File: src/sv/gstwt_pkg.sv
package gstwt_pkg;

	typedef enum logic [1:0] {
		OP_TICK,
		OP_CENTER,
		OP_MOVE_H,
		OP_MOVE_V
	} op_t;

	// what one axis lane does with its target on a transfer
	typedef enum logic [1:0] {
		UPD_HOLD,
		UPD_FRAME,
		UPD_CENTER,
		UPD_MOVE
	} upd_t;

	localparam logic [2:0] REG_CENTER_H     = 3'd0;
	localparam logic [2:0] REG_CENTER_V     = 3'd1;
	localparam logic [2:0] REG_LIMIT_H      = 3'd2;
	localparam logic [2:0] REG_LIMIT_V      = 3'd3;
	localparam logic [2:0] REG_LOST_TIMEOUT = 3'd4;
	localparam logic [2:0] REG_RATE_WINDOW  = 3'd5;

	localparam logic [10:0] ANGLE_FULL  = 11'd1800;
	localparam logic [10:0] POS_RESET   = 11'd900;
	localparam logic [10:0] CENTER_RST  = 11'd900;
	localparam logic [9:0]  LIMIT_H_RST = 10'd750;
	localparam logic [9:0]  LIMIT_V_RST = 10'd600;
	localparam logic [15:0] TIMEOUT_RST = 16'd500;
	localparam logic [15:0] WINDOW_RST  = 16'd500;

	// pulse = 625 + floor(25 * t / 18), compare = 25000 - pulse
	localparam logic [15:0] PULSE_SCALE = 16'd25;
	localparam logic [14:0] CMP_BASE    = 15'd24375;
	localparam logic [16:0] RECIP_18    = 17'd116509;
	localparam int          SHIFT_18    = 21;
	localparam logic [11:0] RECIP_10    = 12'd3277;
	localparam int          SHIFT_10    = 15;

	typedef struct packed {
		logic        drive;
		logic        link_lost;
		logic [7:0]  rate;
		logic [15:0] total;
	} stat_t;

	typedef struct packed {
		logic [10:0] pos;
		logic [15:0] scaled;
		logic [7:0]  deg;
		logic [9:0]  offq;
	} lane_res_t;

	function automatic logic [10:0] lower_bound(input logic [10:0] c, input logic [9:0] l);
		logic [10:0] lo;
		lo = (c > {1'b0, l}) ? c - {1'b0, l} : 11'd0;
		return (lo > ANGLE_FULL) ? ANGLE_FULL : lo;
	endfunction

	function automatic logic [10:0] upper_bound(input logic [10:0] c, input logic [9:0] l);
		logic [11:0] hi;
		hi = {1'b0, c} + {2'b0, l};
		return (hi > {1'b0, ANGLE_FULL}) ? ANGLE_FULL : hi[10:0];
	endfunction

	function automatic logic [10:0] clamp_range(input logic [15:0] v, input logic [10:0] lo,
		input logic [10:0] hi);
		logic [10:0] r;
		if (v < {5'b0, lo}) begin
			r = lo;
		end else if (v > {5'b0, hi}) begin
			r = hi;
		end else begin
			r = v[10:0];
		end
		return r;
	endfunction

	// exact floor(v / 10) for any 11-bit v
	function automatic logic [7:0] div10(input logic [10:0] v);
		logic [22:0] p;
		p = {12'b0, v} * {11'b0, RECIP_10};
		return p[SHIFT_10 +: 8];
	endfunction

endpackage

File: src/sv/gimbal_servo_target_with_timeout_unit.sv
// an input transfer is registered in stage one, stage two and the output register on its way to the output port
// throughput: one item per cycle when not stalled; the targets and counters update in the cycle of the transfer
// the output register and the two stages ahead of it fill bubbles while the output stalls
// reset: asynchronous, active low; targets 900, link lost, counters zero, config registers to defaults
module gimbal_servo_target_with_timeout_unit
	import gstwt_pkg::*;
(
	input  logic         clk,
	input  logic         arst_n,
	input  logic         s_tvalid,
	output logic         s_tready,
	input  logic [47:0]  s_tdata,   // angle_x, angle_y, delta_tenths, zero pad
	input  logic [2:0]   s_tuser,   // op, frame_valid
	output logic         m_tvalid,
	input  logic         m_tready,
	// compare_h, compare_v, drive_update, target_h, target_v, link_lost,
	// frames_per_second, frame_total, degrees_h, degrees_v, offset_h, offset_v, zero pad
	output logic [111:0] m_tdata,
	input  logic         cfg_valid,
	output logic         cfg_ready,
	input  logic [2:0]   cfg_index,
	input  logic [15:0]  cfg_data
);

	logic [10:0] center_h_q;
	logic [10:0] center_v_q;
	logic [9:0]  limit_h_q;
	logic [9:0]  limit_v_q;
	logic [15:0] timeout_q;
	logic [15:0] window_q;

	logic      v_s1;
	logic      v_s2;
	logic      v_s3;
	logic      rdy1;
	logic      rdy2;
	logic      rdy3;
	logic      acc;
	logic      en_s2;
	logic      en_s3;
	op_t       op;
	logic      frame_valid;
	upd_t      upd_h;
	upd_t      upd_v;
	stat_t     stat_s1;
	stat_t     stat_s2;
	lane_res_t res_h_s2;
	lane_res_t res_v_s2;

	assign cfg_ready = 1'b1;

	always_ff @(posedge clk or negedge arst_n) begin
		if (!arst_n) begin
			center_h_q <= CENTER_RST;
			center_v_q <= CENTER_RST;
			limit_h_q <= LIMIT_H_RST;
			limit_v_q <= LIMIT_V_RST;
			timeout_q <= TIMEOUT_RST;
			window_q <= WINDOW_RST;
		end else if (cfg_valid) begin
			case (cfg_index)
				REG_CENTER_H: center_h_q <= cfg_data[10:0];
				REG_CENTER_V: center_v_q <= cfg_data[10:0];
				REG_LIMIT_H: limit_h_q <= cfg_data[9:0];
				REG_LIMIT_V: limit_v_q <= cfg_data[9:0];
				REG_LOST_TIMEOUT: timeout_q <= cfg_data;
				REG_RATE_WINDOW: window_q <= cfg_data;
				default: ;
			endcase
		end
	end

	// each stage moves on when the one after it is empty or moving
	assign rdy3 = !v_s3 || m_tready;
	assign rdy2 = !v_s2 || rdy3;
	assign rdy1 = !v_s1 || rdy2;
	assign s_tready = rdy1;
	assign acc = s_tvalid && rdy1;
	assign en_s2 = v_s1 && rdy2;
	assign en_s3 = v_s2 && rdy3;
	assign m_tvalid = v_s3;

	always_ff @(posedge clk or negedge arst_n) begin
		if (!arst_n) begin
			v_s1 <= 1'b0;
			v_s2 <= 1'b0;
			v_s3 <= 1'b0;
		end else begin
			if (rdy1) begin
				v_s1 <= s_tvalid;
			end
			if (rdy2) begin
				v_s2 <= v_s1;
			end
			if (rdy3) begin
				v_s3 <= v_s2;
			end
		end
	end

	assign op = op_t'(s_tuser[1:0]);
	assign frame_valid = s_tuser[2];

	always_comb begin
		case (op)
			OP_TICK: begin
				upd_h = frame_valid ? UPD_FRAME : UPD_HOLD;
				upd_v = frame_valid ? UPD_FRAME : UPD_HOLD;
			end
			OP_CENTER: begin
				upd_h = UPD_CENTER;
				upd_v = UPD_CENTER;
			end
			OP_MOVE_H: begin
				upd_h = UPD_MOVE;
				upd_v = UPD_HOLD;
			end
			OP_MOVE_V: begin
				upd_h = UPD_HOLD;
				upd_v = UPD_MOVE;
			end
			default: begin
				upd_h = UPD_HOLD;
				upd_v = UPD_HOLD;
			end
		endcase
	end

	gstwt_axis u_axis_h (
		.clk    (clk),
		.arst_n (arst_n),
		.acc    (acc),
		.upd    (upd_h),
		.angle  (s_tdata[15:0]),
		.delta  (s_tdata[44:32]),
		.center (center_h_q),
		.limit  (limit_h_q),
		.en_s2  (en_s2),
		.res_s2 (res_h_s2)
	);

	gstwt_axis u_axis_v (
		.clk    (clk),
		.arst_n (arst_n),
		.acc    (acc),
		.upd    (upd_v),
		.angle  (s_tdata[31:16]),
		.delta  (s_tdata[44:32]),
		.center (center_v_q),
		.limit  (limit_v_q),
		.en_s2  (en_s2),
		.res_s2 (res_v_s2)
	);

	gstwt_ctrl u_ctrl (
		.clk          (clk),
		.arst_n       (arst_n),
		.acc          (acc),
		.op           (op),
		.frame_valid  (frame_valid),
		.lost_timeout (timeout_q),
		.rate_window  (window_q),
		.stat_s1      (stat_s1)
	);

	always_ff @(posedge clk) begin
		if (en_s2) begin
			stat_s2 <= stat_s1;
		end
	end

	gstwt_merge u_merge (
		.clk     (clk),
		.en_s3   (en_s3),
		.res_h   (res_h_s2),
		.res_v   (res_v_s2),
		.stat    (stat_s2),
		.data_s3 (m_tdata)
	);

endmodule

File: src/sv/gstwt_axis.sv
module gstwt_axis
	import gstwt_pkg::*;
(
	input  logic        clk,
	input  logic        arst_n,
	input  logic        acc,
	input  upd_t        upd,
	input  logic [15:0] angle,
	input  logic [12:0] delta,
	input  logic [10:0] center,
	input  logic [9:0]  limit,
	input  logic        en_s2,
	output lane_res_t   res_s2
);

	logic [10:0] pos_q;
	logic [10:0] pos_s1;
	logic [10:0] pos_next;
	logic [10:0] lo;
	logic [10:0] hi;
	logic signed [14:0] sum;
	logic [15:0] moved_u;
	logic signed [12:0] diff;
	logic [10:0] mag;
	logic [7:0]  offmag;
	lane_res_t   res_next;

	always_comb begin
		lo = lower_bound(center, limit);
		hi = upper_bound(center, limit);
		sum = $signed({4'b0, pos_q}) + $signed({{2{delta[12]}}, delta});
		// a sum at or below zero becomes zero before the clamp
		moved_u = (sum <= 15'sd0) ? 16'd0 : {1'b0, sum};
		case (upd)
			UPD_FRAME: pos_next = clamp_range(angle, lo, hi);
			UPD_CENTER: pos_next = (center > ANGLE_FULL) ? ANGLE_FULL : center;
			UPD_MOVE: pos_next = clamp_range(moved_u, lo, hi);
			default: pos_next = pos_q;
		endcase
	end

	always_ff @(posedge clk or negedge arst_n) begin
		if (!arst_n) begin
			pos_q <= POS_RESET;
		end else if (acc) begin
			pos_q <= pos_next;
		end
	end

	always_ff @(posedge clk) begin
		if (acc) begin
			pos_s1 <= pos_next;
		end
	end

	// center minus target, divided by ten toward zero
	always_comb begin
		diff = $signed({2'b0, center}) - $signed({2'b0, pos_s1});
		mag = diff[12] ? 11'(-diff) : diff[10:0];
		offmag = div10(mag);
		res_next.pos = pos_s1;
		res_next.scaled = {5'b0, pos_s1} * PULSE_SCALE;
		res_next.deg = div10(pos_s1);
		res_next.offq = diff[12] ? -{2'b0, offmag} : {2'b0, offmag};
	end

	always_ff @(posedge clk) begin
		if (en_s2) begin
			res_s2 <= res_next;
		end
	end

endmodule

File: src/sv/gstwt_ctrl.sv
module gstwt_ctrl
	import gstwt_pkg::*;
(
	input  logic        clk,
	input  logic        arst_n,
	input  logic        acc,
	input  op_t         op,
	input  logic        frame_valid,
	input  logic [15:0] lost_timeout,
	input  logic [15:0] rate_window,
	output stat_t       stat_s1
);

	logic [31:0] tick_q;
	logic [31:0] last_frame_q;
	logic [31:0] win_start_q;
	logic [7:0]  win_frames_q;
	logic [7:0]  rate_q;
	logic [15:0] total_q;
	logic        lost_q;

	logic [31:0] tick_n;
	logic [31:0] last_frame_n;
	logic [31:0] win_start_n;
	logic [7:0]  win_frames_n;
	logic [7:0]  rate_n;
	logic [15:0] total_n;
	logic        lost_n;
	logic        drive_n;
	logic [31:0] since_frame;
	logic [31:0] since_win;

	always_comb begin
		tick_n = tick_q;
		last_frame_n = last_frame_q;
		win_start_n = win_start_q;
		win_frames_n = win_frames_q;
		rate_n = rate_q;
		total_n = total_q;
		lost_n = lost_q;
		drive_n = 1'b1;
		since_frame = '0;
		since_win = '0;
		case (op)
			OP_TICK: begin
				tick_n = tick_q + 32'd1;
				if (frame_valid) begin
					lost_n = 1'b0;
					last_frame_n = tick_n;
					win_frames_n = win_frames_q + 8'd1;
					total_n = total_q + 16'd1;
				end
				since_frame = tick_n - last_frame_n;
				if (since_frame > {16'b0, lost_timeout}) begin
					lost_n = 1'b1;
				end
				drive_n = !lost_n;
				since_win = tick_n - win_start_q;
				if (since_win >= {16'b0, rate_window}) begin
					rate_n = {win_frames_n[6:0], 1'b0};
					win_frames_n = '0;
					win_start_n = tick_n;
				end
			end
			OP_CENTER: lost_n = 1'b1;
			default: lost_n = 1'b0;
		endcase
	end

	always_ff @(posedge clk or negedge arst_n) begin
		if (!arst_n) begin
			tick_q <= '0;
			last_frame_q <= '0;
			win_start_q <= '0;
			win_frames_q <= '0;
			rate_q <= '0;
			total_q <= '0;
			lost_q <= 1'b1;
		end else if (acc) begin
			tick_q <= tick_n;
			last_frame_q <= last_frame_n;
			win_start_q <= win_start_n;
			win_frames_q <= win_frames_n;
			rate_q <= rate_n;
			total_q <= total_n;
			lost_q <= lost_n;
		end
	end

	always_ff @(posedge clk) begin
		if (acc) begin
			stat_s1.drive <= drive_n;
			stat_s1.link_lost <= lost_n;
			stat_s1.rate <= rate_n;
			stat_s1.total <= total_n;
		end
	end

endmodule

File: src/sv/gstwt_merge.sv
module gstwt_merge
	import gstwt_pkg::*;
(
	input  logic         clk,
	input  logic         en_s3,
	input  lane_res_t    res_h,
	input  lane_res_t    res_v,
	input  stat_t        stat,
	output logic [111:0] data_s3
);

	logic [32:0]  prod_h;
	logic [32:0]  prod_v;
	logic [14:0]  cmp_h;
	logic [14:0]  cmp_v;
	logic [9:0]   offq_v;
	logic [7:0]   off_h;
	logic [7:0]   off_v;
	logic [111:0] data_next;

	function automatic logic [7:0] sat8(input logic [9:0] x);
		logic signed [9:0] s;
		logic [7:0] r;
		s = $signed(x);
		if (s > 10'sd127) begin
			r = 8'h7F;
		end else if (s < -10'sd128) begin
			r = 8'h80;
		end else begin
			r = x[7:0];
		end
		return r;
	endfunction

	always_comb begin
		prod_h = {17'b0, res_h.scaled} * {16'b0, RECIP_18};
		prod_v = {17'b0, res_v.scaled} * {16'b0, RECIP_18};
		cmp_h = CMP_BASE - {3'b0, prod_h[SHIFT_18 +: 12]};
		cmp_v = CMP_BASE - {3'b0, prod_v[SHIFT_18 +: 12]};
		// vertical offset runs the other way: target minus center
		offq_v = -res_v.offq;
		off_h = sat8(res_h.offq);
		off_v = sat8(offq_v);
		data_next = {2'b0, off_v, off_h, res_v.deg, res_h.deg, stat.total, stat.rate,
			stat.link_lost, res_v.pos, res_h.pos, stat.drive, cmp_v, cmp_h};
	end

	always_ff @(posedge clk) begin
		if (en_s3) begin
			data_s3 <= data_next;
		end
	end

endmodule
File: config.mk
export PLATFORM = sky130hd
export DESIGN_NAME = gimbal_servo_target_with_timeout_unit
export DESIGN_NICKNAME = d
export VERILOG_FILES = /design/src/sv/gstwt_pkg.sv /design/src/sv/gimbal_servo_target_with_timeout_unit.sv /design/src/sv/gstwt_axis.sv /design/src/sv/gstwt_ctrl.sv /design/src/sv/gstwt_merge.sv
export SDC_FILE = /design/constraint.sdc
export NUM_CORES = 2
export LEC_CHECK = 0
export ABC_AREA = 1
export BUFFER_PORTS_ARGS = -buffer_cell sky130_fd_sc_hd__buf_2
export CORE_UTILIZATION = 50
export CTS_CLUSTER_DIAMETER = 200
export DETAILED_ROUTE_END_ITERATION = 10
export PLACE_DENSITY = 0.72
export SETUP_SLACK_MARGIN = 0.1
export SKIP_CTS_REPAIR_TIMING = 1
export SYNTH_ARGS = -nofsm -noshare
export SYNTH_HDL_FRONTEND = slang
export SYNTH_HIERARCHICAL = 1
export SYNTH_SLANG_ARGS = --single-unit
File: constraint.sdc
create_clock -name clk -period 10.2 [get_ports clk]
set_clock_uncertainty 0.1 [all_clocks]
set_input_delay 2.04 -clock clk [delete_from_list [all_inputs] [get_ports clk]]
set_output_delay 2.04 -clock clk [all_outputs]
set_load 0.01 [all_outputs]
# After elaboration in Yosys (flattened, before gate mapping)
# Index checks and enable logic that the tools add are counted.
# Widths: inputs -> output; s select.
word_totals:
  output_inout_bits: 115
  wordCells: 171
  reg_bits: 502
classes:
  order_cmp: 24
  n_mul: 8
  n_reduce_logical: 22
  add_sub_neg: 20
  mux: 41
  n_eq_ne: 14
op_table:
  columns: ["cell", "count"]
  rows:
  - ["$mux 11", 18]
  - ["$mul 11x12->23 const B", 4]
  - ["$mul 16x17->33 const B", 2]
  - ["$pmux 11 s3", 2]
  - ["$gt 16x11->1", 4]
  - ["$lt 16x11->1", 4]
  - ["$mux 32", 2]
  - ["$mux 8", 8]
  - ["$sub 32x32->32", 2]
  - ["$gt 11x11->1 const B", 4]
  - ["$add 32x1->32 const B", 1]
  - ["$ge 32x16->1", 1]
  - ["$gt 32x16->1", 1]
  - ["$mul 11x5->16 const B", 2]
  - ["$mux 16", 2]
  - ["$le 15x1->1 const B", 2]
  - ["$mux 15", 2]
  - ["$sub 15x12->15 const A", 2]
  - ["$add 12x13->14", 2]
  - ["$add 11x10->12", 2]
  - ["$gt 12x11->1 const B", 2]
  - ["$sub 11x11->12", 2]
  - ["$gt 11x10->1", 2]
  - ["$neg 11->11", 2]
  - ["other kinds (23)", 54]

# Logic depth before layout (Yosys ltp)
logic_depth:
  ltp_word: 8
  mapped_depth: 42

# Hierarchy
# The synthesis kept the hierarchy.
modules_own_cells:
  columns: ["mod", "cells_per_inst", "instances", "area_per_inst_um2"]
  rows:
  - ["gstwt_merge", 1632, 1, 14457.6]
  - ["gstwt_ctrl", 2046, 1, 12977.4]
  - ["gstwt_axis (u_axis_v)", 1595, 1, 12009.0]
  - ["gstwt_axis (u_axis_h)", 1578, 1, 11920.2]
  - ["gimbal_servo_target_with_timeout_unit", 361, 1, 3888.7]

# Least setup slack after synthesis
# No wires, ideal clock.
synth_path:
  path_type: "input to register"
  startpoint: "input port m_tready"
  endpoint: "register u_merge.data_s3[0], enable pin"
  path_stages: 2
  setup_slack_ps: 2275
  required_time_ps: 9494
  setup_ps: 606
  arrival_ps: 7219
  cell_sequence: "inv_1 a21oi_1"
synth_between:
  elab_chain_cells: 2
synth_rtl:
  columns: ["item", "line_no", "text"]
  rows:
  - ["start: declaration", "gimbal_servo_target_with_timeout_unit.sv:15", "input logic m_tready,"]
  - ["$logic_or 1x1->1", "gimbal_servo_target_with_timeout_unit.sv:74", "assign rdy3 = !v_s3 || m_tready;"]
  - ["$logic_and 1x1->1", "gimbal_servo_target_with_timeout_unit.sv:80", "assign en_s3 = v_s2 && rdy3;"]
  - ["named net en_s3", "gimbal_servo_target_with_timeout_unit.sv:40", "logic en_s3;"]
  - ["end signal: assignment", "gstwt_merge.sv:50", "data_s3 <= data_next;"]
  - ["end: declaration", "gstwt_merge.sv:9", "output logic [111:0] data_s3"]
# The timed path passes the listed nets, and every way through them passes these cells.
# A chain may end at the register's enable or synchronous reset.

==> summary.txt <==
Final Setup Violations - 0
Hold Path Class - reg2reg
First-pass GRT wire length - 226 mm
Max Cap Viol - 0
Setup crit end kind - flip-flop
Post-Syn Area - 0.0553 sq mm
1st-iter DRT viols - 3221
Initial core utilization - 50.6%
Top post-synthesis cells by area - ha_1, edfxtp_1, nand2_1, fa_1, inv_1
Final Critical Period - 8060 ps
Post-synth EDFFs - 264
Hold_ws - 312 ps
Commonest non-fill, non-tap cell in the layout - nand2_1
CTS Root Cell - clkbuf_16
RSZ-0062 raised after global routing - false
Clock buffer count from CTS - 55
Sequential area share after synthesis - 24.7%
P&R area growth vs syn - 7.60%
DPL Wire Length - 115 mm
Longest Clk Path Bufs - 3
Via density - 5.19
Worst-skew pair later-pin latency - 680 ps
Most frequent cells in the layout - nand2_1, inv_1, ha_1, nor2_1, nand3_1
Clk slew on worst S/H paths - 60 ps
Max Fclk - 0.124 GHz
Yosys top cell area share - 18.6%
Slew @ Worst Pin - 1180 ps
Mapped Cells - 7212
Final ANT Viol Nets - 0
Largest net degree at the start of global routing - 107
CP startpoint kind - flip-flop
Asr flop ratio synth - 46.2%
Setup TNS - 0 ps
Initial antenna violation count - 13
Unique masters post-synth - 70
Global Route Usage Sum - 25.0%
Syn Area/Cell - 7.66 sq um
Fin nets - 8550
Leading area contributor after synthesis - ha_1
Final Wtd Congestion - 0.968
Fill cells - 10300
Reg-to-Reg Start - u_axis_h/pos_s1[0]
Layout cells sized above 1 - 6.91%
Worst path max stage delay - 610 ps
Rel. slew slack - 20.9%
Number of cells on the worst reg-to-reg path - 35
Total grt overflow - 0
Reg2reg setup slack - 2140 ps
WS Path Type - reg2reg
CTS Sinks - 491
Slowest CP cell - edfxtp_1
PortBufs - 179
Reg area - 0.0137 sq mm
Routed WL - 140 mm
Top FF cell, synth - edfxtp_1
Footprint of the multi-input gates - 0.0356 sq mm
Reg2reg end - u_axis_h/res_s2[7]
Vert. Die Dim - 334 microns
Rows - 121
DR pass1 iterations - 6
Die area - 0.112 sq mm
DIE WIDTH - 334 microns
Vias - 46100
CTS tree - yes
Yosys reg bits - 491
# IOs - 190
Most used cell, CP - nand2_1
CP required - 10510 ps
Max-slew violations - 0
Worst Setup EP - u_axis_h/res_s2[7]
Fraction of the cycle the final worst path needs - 79.0%
H-tree depth - 2
Yosys Warn Count - 6
Final Hold Viols - 0
Critical Path Source - u_axis_h/pos_s1[0]
CP arrival - 8380 ps
Status - finished clean
Vias in the first global route - 44300
Post-route DRC - 0
Crit path max fanout - 8
WL/cell - 15.8 microns
Area of the core - 0.109 sq mm
## per-stage QoR
step	worst slack, ps	cell area, sq um	instances	utilization, %
final	2140	59500	8882	54.5
after global routing	1350	59500	8882	54.5
after CTS	2170	59400	8876	54.5
after detailed placement	2170	57600	8772	52.7
after global placement	2310	57600	8772	52.7
after floorplan	2280	55300	7216	-
## layout make-up
type / count / share of cell area, %
inverter: 1446 / 9.14
timing repair buffer: 197 / 1.75
clock buffer: 74 / 2.51
multi-input combinational: 5162 / 59.9
tap: 1476 / 3.11
antenna: 6 / 0.0253
sequential: 491 / 23.0
clock inverter: 30 / 0.644
## routing by layer
layer  vias to the layer above  track usage, %  wire [microns]
met3                       226            2.41            7670
met1                     21400            35.0           64700
met5                         -               0              50
met4                         8            7.71            4220
met2                      1169            40.9           63400
li1                      23300               -               -
## cell usage after synthesis (27+ instances only)
master,number
nand2_1,1807
inv_1,1411
ha_1,822
nor2_1,463
nand3_1,444
fa_1,300
a21oi_1,273
edfxtp_1,264
o21ai_0,246
dfrtp_1,187
nand4_1,142
xor2_1,142
xnor2_1,65
o21ai_1,52
nand2_2,51
clkbuf_1,50
nor3_1,44
dfstp_2,40
inv_2,30
o21bai_1,28
buf_2,27
## logic make-up after synthesis
group                    share of synthesized area, %
AO/OA/AOI/OAI                                    7.23
adder cells (fa/ha/maj)                          29.5
XOR/XNOR                                         3.31
flip-flops                                       24.7
AND/OR/NAND/NOR                                  24.3
other                                          0.0204
multiplexers                                   0.0181
buffers and inverters                            11.0
## flip-flops by register name, indices dropped and copies added (netlist names), 16 cells and up
register and count:
stat_s2 26, timeout_q 16, u_axis_h/res_s2 42, u_axis_v/res_s2 42, u_ctrl/last_frame_q 32, u_ctrl/stat_s1 26, u_ctrl/tick_q 32, u_ctrl/total_q 16
u_ctrl/win_start_q 32, u_merge/data_s3 106, window_q 16
## worst max-delay path, delay by kind of cell (launching register included)
kind                       cells  cell delay [ps]
DFF                            1              610
AOI/OAI and AO/OA              9             1510
and+or+nand+nor               10              900
xor gates and xnor gates       3              860
buffers and inverters          5              350
adders and majority gates      8             3470
## worst min path at each step
stage / startpoint / endpoint / slack, ps / cells past startpoint
5_1_grt: u_ctrl/stat_s1[24] / stat_s2[24] / 320 / 0
4_1_cts: u_ctrl/stat_s1[24] / stat_s2[24] / 320 / 0
2_1_floorplan: u_ctrl/stat_s1[0] / stat_s2[0] / 300 / 0
3_5_place_dp: u_ctrl/stat_s1[10] / stat_s2[10] / 300 / 0
6_report: u_ctrl/stat_s1[15] / stat_s2[15] / 310 / 0
3_3_place_gp: u_ctrl/stat_s1[10] / stat_s2[10] / 300 / 0
Power is left out: the tool's default activity adds up to more than one toggle a clock period on the data nets, which glitch-free logic cannot reach.
